File: src/rtl/nmd_pkg.sv
`timescale 1ns / 1ps
// nmd_pkg: shared constants and helpers for the nixie multiplex / dimmer controller
// no dependencies; used by the top level and its port checker

package nmd_pkg;

    localparam int DIGIT_COUNT = 4;
    localparam int STORE_N     = 4;
    localparam int STORE_AW    = 2;
    localparam int POS_W       = ($clog2(DIGIT_COUNT) > STORE_AW) ? $clog2(DIGIT_COUNT)
                                                                   : STORE_AW;

    localparam int BCD_W   = 4;
    localparam int ANODE_W = 4;
    localparam int BYTE_W  = 8;
    localparam int FLASH_W = 13;
    localparam int WDOG_W  = 3;
    localparam int SLOT_W  = 5;
    localparam int DIM_W   = 5;
    localparam int CFG_AW  = 1;

    localparam logic [FLASH_W-1:0] SECOND_TICKS = FLASH_W'(5000);
    localparam logic [FLASH_W-1:0] SLOW_FLASH   = FLASH_W'(2500);
    localparam logic [FLASH_W-1:0] QUICK_BLINK  = FLASH_W'(625);
    localparam int                 FAST_STEPS   = 5000 / 625;
    localparam logic [SLOT_W-1:0]  SLOT_LAST    = SLOT_W'(24);
    localparam logic [DIM_W-1:0]   MAX_DIM      = DIM_W'(18);
    localparam logic [DIM_W-1:0]   DIM_BASE     = DIM_W'(20);
    localparam logic [BCD_W-1:0]   BCD_MAX      = BCD_W'(9);

    localparam logic [BYTE_W-1:0] CMD_DIGIT_LO = 8'd1;
    localparam logic [BYTE_W-1:0] CMD_DIGIT_HI = 8'd4;
    localparam logic [BYTE_W-1:0] CMD_BRIGHT   = 8'd5;
    localparam logic [BYTE_W-1:0] CMD_LIGHT    = 8'd6;
    localparam logic [BYTE_W-1:0] CMD_VERSION  = 8'd7;
    localparam logic [BYTE_W-1:0] CMD_KICK     = 8'd85;

    localparam logic [BYTE_W-1:0] REPLY_BRIGHT = 8'hff;
    localparam logic [BYTE_W-1:0] REPLY_KICK   = 8'd170;

    localparam logic [CFG_AW-1:0] REG_WDOG_LIMIT = 1'b0;
    localparam logic [CFG_AW-1:0] REG_VERSION    = 1'b1;

    localparam logic [WDOG_W-1:0] WDOG_LIMIT_RST = 3'd5;
    localparam logic [BYTE_W-1:0] VERSION_RST    = 8'h10;

    // dim slots = clamp(20 - 2*b, 0, 18)
    function automatic logic [DIM_W-1:0] f_dim(input logic [BYTE_W-1:0] b);
        logic [DIM_W-1:0] res;
        if (b == '0) begin
            res = MAX_DIM;
        end else if (b >= 8'd10) begin
            res = '0;
        end else begin
            res = DIM_BASE - {b[3:0], 1'b0};
        end
        return res;
    endfunction

endpackage

File: src/rtl/nixie_mux_dimmer_spi_ctrl.sv
`timescale 1ns / 1ps
// nixie_mux_dimmer_spi_ctrl: four-digit tube multiplexer, dimmer, command decoder, watchdog
// depends on nmd_pkg

// Each beat is a 200 us tick (kind 0) or a received serial byte (kind 1) and yields
// exactly one result beat. All work for a beat is done in the cycle it is accepted and
// lands in the result registers, so one beat per clock is sustained; the only limit is
// the single result register, which frees when the result beat is taken. Commands come
// in byte pairs: 1-4 digit read/write, 5 brightness, 6 light reading, 7 version, 85 kick.
// The display latches and status levels are reported on every result beat.

module nixie_mux_dimmer_spi_ctrl (
    input  logic                        i_clk,
    input  logic                        i_rst_n,
    input  logic                        i_cfg_we,
    input  logic [nmd_pkg::CFG_AW-1:0]  i_cfg_idx,
    input  logic [nmd_pkg::BYTE_W-1:0]  i_cfg_wdata,
    input  logic                        i_in_valid,
    output logic                        o_in_ready,
    input  logic                        i_kind,
    input  logic [nmd_pkg::BYTE_W-1:0]  i_rx_byte,
    input  logic [nmd_pkg::BYTE_W-1:0]  i_light_level,
    output logic                        o_out_valid,
    input  logic                        i_out_ready,
    output logic [nmd_pkg::BCD_W-1:0]   o_bcd_code,
    output logic [nmd_pkg::ANODE_W-1:0] o_anode_select,
    output logic                        o_hv_on,
    output logic                        o_sec_led,
    output logic                        o_test_point,
    output logic [nmd_pkg::BYTE_W-1:0]  o_reply_byte,
    output logic                        o_reply_loaded
);
    import nmd_pkg::*;

    logic [WDOG_W-1:0]  r_wlimit;
    logic [BYTE_W-1:0]  r_version;

    logic [FLASH_W-1:0] r_flash, n_flash;
    logic [WDOG_W-1:0]  r_wsecs, n_wsecs;
    logic [SLOT_W-1:0]  r_slot, n_slot;
    logic [POS_W-1:0]   r_pos, n_pos;
    logic [BYTE_W-1:0]  r_store [STORE_N];
    logic [BYTE_W-1:0]  n_store [STORE_N];
    logic [BYTE_W-1:0]  r_bright, n_bright;
    logic [DIM_W-1:0]   r_dim, n_dim;
    logic               r_phase, n_phase;
    logic [BYTE_W-1:0]  r_held, n_held;
    logic               r_led, n_led;
    logic               r_test, n_test;
    logic               r_hv, n_hv;
    logic [BCD_W-1:0]   r_bcd, n_bcd;
    logic [ANODE_W-1:0] r_anode, n_anode;
    logic [BYTE_W-1:0]  r_reply, n_reply;
    logic               r_loaded, n_loaded;
    logic               r_out_valid;

    logic               w_accept;
    logic               w_expired;
    logic [FLASH_W-1:0] w_flash_inc;
    logic               w_fast_hit;
    logic               w_slow_hit;
    logic [SLOT_W-1:0]  w_slot_inc;
    logic [BYTE_W-1:0]  w_cur_digit;
    logic               w_pos_lit;
    logic               w_first;
    logic [BYTE_W-1:0]  w_cmd;
    logic [STORE_AW-1:0] w_cmd_idx;

    assign o_in_ready = !r_out_valid || i_out_ready;
    assign w_accept   = i_in_valid && o_in_ready;

    assign w_expired   = r_wsecs >= r_wlimit;
    assign w_flash_inc = r_flash + 1'b1;
    assign w_slow_hit  = (w_flash_inc == SLOW_FLASH) || (w_flash_inc == SECOND_TICKS);
    assign w_slot_inc  = r_slot + 1'b1;
    assign w_cur_digit = r_store[r_pos[STORE_AW-1:0]];
    assign w_pos_lit   = (int'(r_pos) < STORE_N) && (w_cur_digit <= {4'd0, BCD_MAX});

    assign w_first   = !r_phase;
    assign w_cmd     = w_first ? i_rx_byte : r_held;
    assign w_cmd_idx = STORE_AW'(w_cmd - CMD_DIGIT_LO);

    always_comb begin
        w_fast_hit = 1'b0;
        for (int k = 1; k <= FAST_STEPS; k++) begin
            if (w_flash_inc == FLASH_W'(k * int'(QUICK_BLINK))) begin
                w_fast_hit = 1'b1;
            end
        end
    end

    always_comb begin
        n_flash  = r_flash;
        n_wsecs  = r_wsecs;
        n_slot   = r_slot;
        n_pos    = r_pos;
        n_store  = r_store;
        n_bright = r_bright;
        n_dim    = r_dim;
        n_phase  = r_phase;
        n_held   = r_held;
        n_led    = r_led;
        n_test   = r_test;
        n_hv     = r_hv;
        n_bcd    = r_bcd;
        n_anode  = r_anode;
        n_reply  = '0;
        n_loaded = 1'b0;

        if (!i_kind) begin
            n_hv = !(w_expired || (r_bright == '0));
            // flash and watchdog seconds
            n_flash = w_flash_inc;
            if (w_expired ? w_fast_hit : w_slow_hit) begin
                n_led = !r_led;
            end
            if (w_flash_inc == SECOND_TICKS) begin
                n_flash = '0;
                if (!w_expired) begin
                    n_wsecs = r_wsecs + 1'b1;
                end
            end
            // digit slot
            n_slot = w_slot_inc;
            if (r_slot == SLOT_LAST) begin
                n_anode = '0;
                n_slot  = '0;
                n_pos   = (r_pos == POS_W'(DIGIT_COUNT - 1)) ? '0 : r_pos + 1'b1;
            end else if ((w_slot_inc == r_dim + 1'b1) && w_pos_lit) begin
                n_bcd   = w_cur_digit[BCD_W-1:0];
                n_anode = ANODE_W'(1) << r_pos[STORE_AW-1:0];
            end
            n_test = !r_test;
        end else begin
            if (w_first) begin
                n_held = i_rx_byte;
            end
            case (w_cmd) inside
                [CMD_DIGIT_LO:CMD_DIGIT_HI]: begin
                    if (w_first) begin
                        n_reply  = r_store[w_cmd_idx];
                        n_loaded = 1'b1;
                    end else begin
                        n_store[w_cmd_idx] = i_rx_byte;
                    end
                end
                CMD_BRIGHT: begin
                    if (w_first) begin
                        n_reply  = REPLY_BRIGHT;
                        n_loaded = 1'b1;
                        n_dim    = f_dim(r_bright);
                    end else begin
                        n_bright = i_rx_byte;
                        n_dim    = f_dim(i_rx_byte);
                    end
                end
                CMD_LIGHT: begin
                    if (w_first) begin
                        n_reply  = i_light_level;
                        n_loaded = 1'b1;
                    end
                end
                CMD_VERSION: begin
                    if (w_first) begin
                        n_reply  = r_version;
                        n_loaded = 1'b1;
                    end
                end
                CMD_KICK: begin
                    if (w_first) begin
                        n_reply  = REPLY_KICK;
                        n_loaded = 1'b1;
                        n_wsecs  = '0;
                    end
                end
                default: begin
                end
            endcase
            n_phase = !r_phase;
        end
    end

    always_ff @(posedge i_clk) begin
        if (!i_rst_n) begin
            r_wlimit <= WDOG_LIMIT_RST;
            r_version <= VERSION_RST;
        end else if (i_cfg_we) begin
            unique case (i_cfg_idx)
                REG_WDOG_LIMIT: r_wlimit  <= i_cfg_wdata[WDOG_W-1:0];
                REG_VERSION:    r_version <= i_cfg_wdata;
                default: begin
                end
            endcase
        end
    end

    always_ff @(posedge i_clk) begin
        if (!i_rst_n) begin
            r_flash     <= '0;
            r_wsecs     <= '0;
            r_slot      <= '0;
            r_pos       <= '0;
            for (int i = 0; i < STORE_N; i++) begin
                r_store[i] <= '0;
            end
            r_bright    <= 8'd1;
            r_dim       <= MAX_DIM;
            r_phase     <= 1'b0;
            r_held      <= '0;
            r_led       <= 1'b1;
            r_test      <= 1'b0;
            r_hv        <= 1'b0;
            r_bcd       <= '0;
            r_anode     <= '0;
            r_reply     <= '0;
            r_loaded    <= 1'b0;
            r_out_valid <= 1'b0;
        end else begin
            if (w_accept) begin
                r_flash  <= n_flash;
                r_wsecs  <= n_wsecs;
                r_slot   <= n_slot;
                r_pos    <= n_pos;
                r_store  <= n_store;
                r_bright <= n_bright;
                r_dim    <= n_dim;
                r_phase  <= n_phase;
                r_held   <= n_held;
                r_led    <= n_led;
                r_test   <= n_test;
                r_hv     <= n_hv;
                r_bcd    <= n_bcd;
                r_anode  <= n_anode;
                r_reply  <= n_reply;
                r_loaded <= n_loaded;
                r_out_valid <= 1'b1;
            end else if (i_out_ready) begin
                r_out_valid <= 1'b0;
            end
        end
    end

    assign o_out_valid    = r_out_valid;
    assign o_bcd_code     = r_bcd;
    assign o_anode_select = r_anode;
    assign o_hv_on        = r_hv;
    assign o_sec_led      = r_led;
    assign o_test_point   = r_test;
    assign o_reply_byte   = r_reply;
    assign o_reply_loaded = r_loaded;

endmodule

File: config.mk
export PLATFORM = sky130hd
export DESIGN_NAME = nixie_mux_dimmer_spi_ctrl
export DESIGN_NICKNAME = d
export VERILOG_FILES = /design/src/rtl/nmd_pkg.sv /design/src/rtl/nixie_mux_dimmer_spi_ctrl.sv
export SDC_FILE = /design/constraint.sdc
export NUM_CORES = 1
export LEC_CHECK = 0
export ABC_AREA = 0
export BUFFER_PORTS_ARGS = -buffer_cell sky130_fd_sc_hd__buf_2
export CAP_MARGIN = 20
export CELL_PAD_IN_SITES_DETAIL_PLACEMENT = 2
export CELL_PAD_IN_SITES_GLOBAL_PLACEMENT = 2
export CORE_ASPECT_RATIO = 0.75
export CORE_MARGIN = 2
export CORE_UTILIZATION = 37
export CTS_BUF_LIST = sky130_fd_sc_hd__clkbuf_16
export DETAILED_ROUTE_END_ITERATION = 8
export PLACE_DENSITY_LB_ADDON = 0.1
export SLEW_MARGIN = 15
export SYNTH_ARGS = -nofsm -noshare
export SYNTH_HDL_FRONTEND = slang
export SYNTH_SLANG_ARGS = --single-unit
export TNS_END_PERCENT = 50
File: constraint.sdc
create_clock -name i_clk -period 4.4 [get_ports i_clk]
set_input_delay 0 -clock i_clk [delete_from_list [all_inputs] [get_ports i_clk]]
set_output_delay 0 -clock i_clk [all_outputs]
set_load 0.01 [all_outputs]
==> run metrics, run 1 <==
Mapped Cells 779; arrival time worst endpoint about 3900 ps; CTS Root Cell clkbuf_16; area of the die ~18,000 um2; Seq pwr share 49.5%; gr usage total 25.0%; flops & latches, synth 108; Final Max Tran Viols 0; initial antenna violation count 0; Worst EP required 4640 ps; final non-filler cell total 1,017; clock-pin slew on the worst setup and hold paths 70 ps; yosys warns 0; Wirelength per Cell 22.2 um; largest net degree at the start of global routing 63; IO buf count 52; setup TNS 0 ps; Post-Synthesis Net Count approximately 840; # Post-CTS Setup Buffers 0; P_int 1500 uW; met1 GRT Util 35.8%; placed insts between 900 and 1,000; synthesized cell area ~6400 um2; starting density of the core 38.0%; Layout area overhead 10.8%; sequential area share after synthesis 33.7%; RSZ-0062 raised after global routing false; Slew headroom 31.0%; final WL 22.5 mm; CTS tree yes; grt ovf 0; Placer Congestion roughly 0.91; Max Freq 0.276 GHz; Die Height 118 um; Leak about 0.0026 uW; Tmin final 3630 ps; Yosys cell types 76; clock network fraction of design power 39.8%; top post-synthesis cells by area dfxtp_1 (34%), nand2_1 (7.1%), nand3_1 (5.2%); CP Launch Type flip-flop; total of max-cap violations 0; global-route wire length before repair 35.7 mm; deepest clock path buffer count 2; GRT busiest layer met2; Hold/Removal Path Class primary input to flip-flop; fin nets 854; CTS Buf Count 9; crit-path max FO 21; IO Count 53; post-synth top area cell dfxtp_1; worst-margin pin slew 1040 ps; DP Wirelength 16.7 mm; Ant. Diodes 0; DIE WIDTH 156 um; Final setup violation count 0; Crit. End Element flip-flop; Worst-Skew Late Latency 360 ps; Comb power frac 10.7%; Synth Area per Inst 8.23 um2; met2 usage between 30% and 40%; switch share 25.8%; Main synth FF type dfxtp_1; Pwr Density 285 nW/um2; Synth top area share ~34%; CTS Sinks 108; core box area 16,900 um2; vias per cell 5.79; Core Rows 41; met3 Use GR 4.53%; outcome finished clean; Sw Pwr roughly 520 uW; Iter 0 DRT Violations 342; crit path kind flip-flop to flip-flop; VDD IR-drop max 0.000171 V; share of layout cells above drive strength 1 between 10% and 20%; H-tree Lvls 3; EDFF count, synth 0; count leader, synth nand2_1; Residual DRC 0; crit share post-route 82.4%; vias in the first global route 6,228; antenna-violating nets left 0; clock skew 8.25 ps; vias just under 6,000; ys async rst share 0%; Synth top cells by count nand2_1 (122), dfxtp_1 (108), nand3_1 (67), a21boi_1 (39), clkbuf_1 (39); final hold violation count 0; router iterations before antenna repair 4
final cells by class:
class	count	area, um2
clock buffers	9	225
flip-flops and latches	108	2160
multi-input cells	585	3880
repair buffers	69	410
clock inverters	6	58.8
fillers	1938	9780
well taps	215	269
inverters	25	95.1
routing by layer:
layer | vias to the layer above | part of all wire (%)
li1 | 2797 | -
met1 | 2958 | 47
met2 | 119 | 46
met3 | 10 | 5.4
met4 | 0 | 1.1
met5 | - | 0
power by group through the flow:
stage	registers, uW	clock network, uW	logic, uW
after global routing	1000	875	240
after CTS	1000	829	219
final	1000	805	217
after floorplan	1020	0	137
after detailed placement	1020	0	211
after global placement	1020	0	203
per-stage QoR:
step / instance area [um2] / hold WS [ps] / utilization, % / worst slack [ps] / total power [uW]
after floorplan: 6410 / 125 / - / 1270 / 1160
after CTS: 7100 / 5.57 / 42.1 / 775 / 2050
final: 7100 / 17.9 / 42.1 / 772 / 2020
after detailed placement: 6730 / 274 / 39.9 / 785 / 1240
after global routing: 7100 / 25.0 / 42.1 / 460 / 2120
after global placement: 6730 / 247 / 39.9 / 875 / 1230
flip-flops by register name, indices dropped and copies added, names as in the netlist:
signal and flops:
r_phase 1, r_flash 13, r_version 8, r_store 32
o_sec_led 1, o_test_point 1, r_held 8, o_out_valid 1
r_wsecs 3, o_anode_select 4, o_reply_loaded 1, r_dim 4
o_hv_on 1, r_bright 8, r_slot 5, o_bcd_code 4
r_pos 2, r_wlimit 3, o_reply_byte 8
repair_timing:
item,4_1_cts,5_1_grt
hold endpoints to repair,12,0
resized for setup,0,0
hold buffers,9,0
final timing paths:
check,startpoint,to,slack (ps),cells after the start
setup / recovery,r_phase,r_store[10],770,11
setup reg to reg,r_phase,r_store[10],770,11
hold reg to reg,r_version[2],r_version[2],480,2
hold / removal,i_rx_byte[0],r_store[24],20,3
worst max-delay path, stage by stage, from the launching register on:
cell	delay, ps
dfxtp_1	400
mux2i_1	500
ha_1	250
buf_4	190
nor2_1	70
a311oi_1	280
buf_4	230
nand2b_1	150
nor2_2	690
nand2_1	470
nand2_1	210
a21boi_1	90
kinds of logic (layout without fill, tap and decap cells):
| kind of cell | count (synthesis) | in the layout | share of synthesized area (%) |
|---|---|---|---|
| buffers and inverters | 86 | 109 | 5.76 |
| multiplexers | 25 | 25 | 6.26 |
| XOR/XNOR | 20 | 20 | 2.73 |
| flip-flops | 108 | 108 | 33.7 |
| AND/OR/NAND/NOR | 334 | 334 | 26.6 |
| adder cells (fa/ha/maj) | 25 | 25 | 4.88 |
| AO/OA/AOI/OAI | 181 | 181 | 20.0 |
cell usage in the layout (no fill, tap or decap), types with 13 or more instances in the layout:
master | Yosys | routed
ha_1 | 25 | 25
nor3_1 | 17 | 17
nand3_1 | 67 | 67
a21boi_0 | 25 | 25
buf_2 | 12 | 52
inv_1 | 23 | 25
and2_1 | 15 | 15
o21ai_0 | 25 | 25
a21oi_1 | 29 | 29
nor2b_1 | 21 | 21
nand2_1 | 122 | 122
dfxtp_1 | 108 | 108
nor2_1 | 28 | 28
xnor2_1 | 13 | 13
a21boi_1 | 39 | 39
Power figures use the tool's default switching activity.
==> run 2: changes to the inputs <==
==> constraint.sdc (replaced) <==
create_clock -name i_clk -period 3.6 [get_ports i_clk]
set_input_delay 0 -clock i_clk [delete_from_list [all_inputs] [get_ports i_clk]]
set_output_delay 0 -clock i_clk [all_outputs]
set_load 0.01 [all_outputs]
==> run metrics, run 2 (synthesis results as in run 1) <==
max reg flops 32 (unchanged); Residual DRC 0 (unchanged); total of max-cap violations 0 (unchanged); Placer Congestion 0.886 (-2.3%); Worst EP required 3860 ps (-780 ps); CTS Buf Count 9 (unchanged); DRT met1 WL 11.5 mm (+8.1%); vias 6,010 (+2.1%); Layout area overhead 12.9%; Slew headroom 46.6% (+16 points); uppermost routed layer met4; CTS Sinks 108 (unchanged); crit-path max FO 12 (-43%); final hold violation count 0 (unchanged); Final Max Tran Viols 0 (unchanged); CTS tree yes; clock network fraction of design power 39.6% (-0.2 points); CTS Root Cell clkbuf_16; vias in the first global route 6,265 (+0.59%); deepest clock path buffer count 2 (unchanged); P_int 1790 uW (+19%); Iter 0 DRT Violations 405 (+18%); fin nets 868 (+1.6%); outcome finished clean; starting density of the core 38.0% (unchanged); crit share post-route 88.2% (+5.8 points); DP Wirelength 17.0 mm (+1.9%); setup TNS 0 ps (unchanged); Tmin final 3180 ps (-452 ps); Crit. End Element flip-flop; Core Rows 41 (unchanged); Sw Pwr 701 uW (+34%); RSZ-0062 raised after global routing false; antenna-violating nets left 0 (unchanged); Wirelength per Cell 22.3 um (+0.68%); Reg with most FFs r_store; Hold/Removal Path Class primary input to flip-flop; commonest non-fill, non-tap cell in the layout nand2_1; Met2 Wirelength 10.5 mm (+0.39%); arrival time worst endpoint 3440 ps (-430 ps); Comb power frac 11.3% (+0.6 points); switch share 28.1% (+2.3 points); VDD IR-drop max 0.000183 V (+7.1%); routed wl met3 933 um (-23%); core box area 16,900 um2 (unchanged); initial antenna violation count 0 (unchanged); CP Launch Type flip-flop; area of the die 18,400 um2 (unchanged); hold slack 19.3 ps (+1.38 ps); placed insts 1,001 (+0.81%); Max Freq 0.315 GHz (+14%); DIE WIDTH 156 um (unchanged); final core occ 42.9% (+0.81 points); crit path kind flip-flop to flip-flop; IO buf count 52 (unchanged); largest net degree at the start of global routing 47 (-25%); most frequent cells in the layout nand2_1 (122), dfxtp_1 (108), nand3_1 (66), buf_2 (52), a21boi_1 (39); Die Height 118 um (unchanged); Pwr Density 345 nW/um2 (+21%); router iterations before antenna repair 5 (+1); final WL 23.0 mm (+2.2%); grt ovf 0 (unchanged); Ant. Diodes 0 (unchanged); share of layout cells above drive strength 1 14.2% (+1.1 points); IO Count 53 (unchanged); gr usage total 25.6% (+0.55 points); H-tree Lvls 3 (unchanged); Leak 0.00268 uW (+2.1%); vias per cell 5.82 (+0.66%); clock-pin slew on the worst setup and hold paths 80 ps (about the same); Worst-Skew Late Latency 370 ps (about the same); Regs by FF count r_store: 32 flops, r_flash: 13 flops; final non-filler cell total 1,032 (+1.5%); clock skew 16.9 ps (+8.69 ps); worst-margin pin slew 801 ps (-235 ps); Seq pwr share 49.1% (-0.4 points); global-route wire length before repair 36.3 mm (+1.6%); Final setup violation count 0 (unchanged)
## run 2: cell count changes in the layout (fill, tap and decap cells not counted), sizes merged
cell and delta:
bufinv -1, buf +8, inv +2, dlygate4sd3 +6
## run 2: layout make-up
class | count | area (um2)
Fill cell | 1887 | 9640
Multi-Input combinational cell | 585 | 3890
Sequential cell | 108 | 2160
Timing Repair Buffer | 83 | 543
Tap cell | 215 | 269
Clock buffer | 9 | 225
Inverter | 25 | 95.1
Clock inverter | 7 | 57.6
## run 2: layer usage
| layer | global-route usage (%) | vias to the layer above |
|---|---|---|
| met1 | 37.4 | 3064 |
| met2 | 39.7 | 113 |
| met3 | 4.93 | 7 |
| li1 | - | 2826 |
| met4 | 4.07 | 0 |
| met5 | 0 | - |
## run 2: worst max-delay path, stage by stage, from the launching register on
cell	delay, ps
dfxtp_1	390
mux2i_1	520
ha_1	270
nor2_1	60
a311oi_1	280
buf_4	230
nand2b_1	150
nor2_2	470
buf_4	240
nand2_1	190
nand2_1	150
a21boi_0	80
## run 2: repair_timing
item / in CTS / in global routing
gates resized for setup: 0 / 1
buffers inserted: 0 / 0
endpoints found under the setup margin: 0 / 1
hold endpoints to repair: 14 / 0
hold buffers: 15 / 0
## run 2: worst paths after layout
path,from,end,slack [ps],cells past startpoint
setup reg to reg,r_phase,r_store[1],420,11
hold / removal,i_rx_byte[6],r_held[6],20,3
hold reg to reg,r_store[27],r_store[27],480,2
setup / recovery,r_phase,r_store[1],420,11
## run 2: stage by stage
stage / area [um2] / total power [uW] / setup slack, ps
2_1_floorplan: 6410 / 1420 / 472
3_3_place_gp: 6800 / 1500 / 467
3_5_place_dp: 6800 / 1520 / 295
4_1_cts: 7230 / 2520 / 290
5_1_grt: 7240 / 2610 / 154
6_report: 7240 / 2490 / 425
## run 2: power groups by stage
stage | logic (uW) | registers [uW] | clock network [uW]
floorplan | 168 | 1250 | 0
global placement | 251 | 1250 | 0
detailed placement | 265 | 1250 | 0
CTS | 279 | 1220 | 1020
global route | 308 | 1230 | 1070
finish | 281 | 1220 | 989
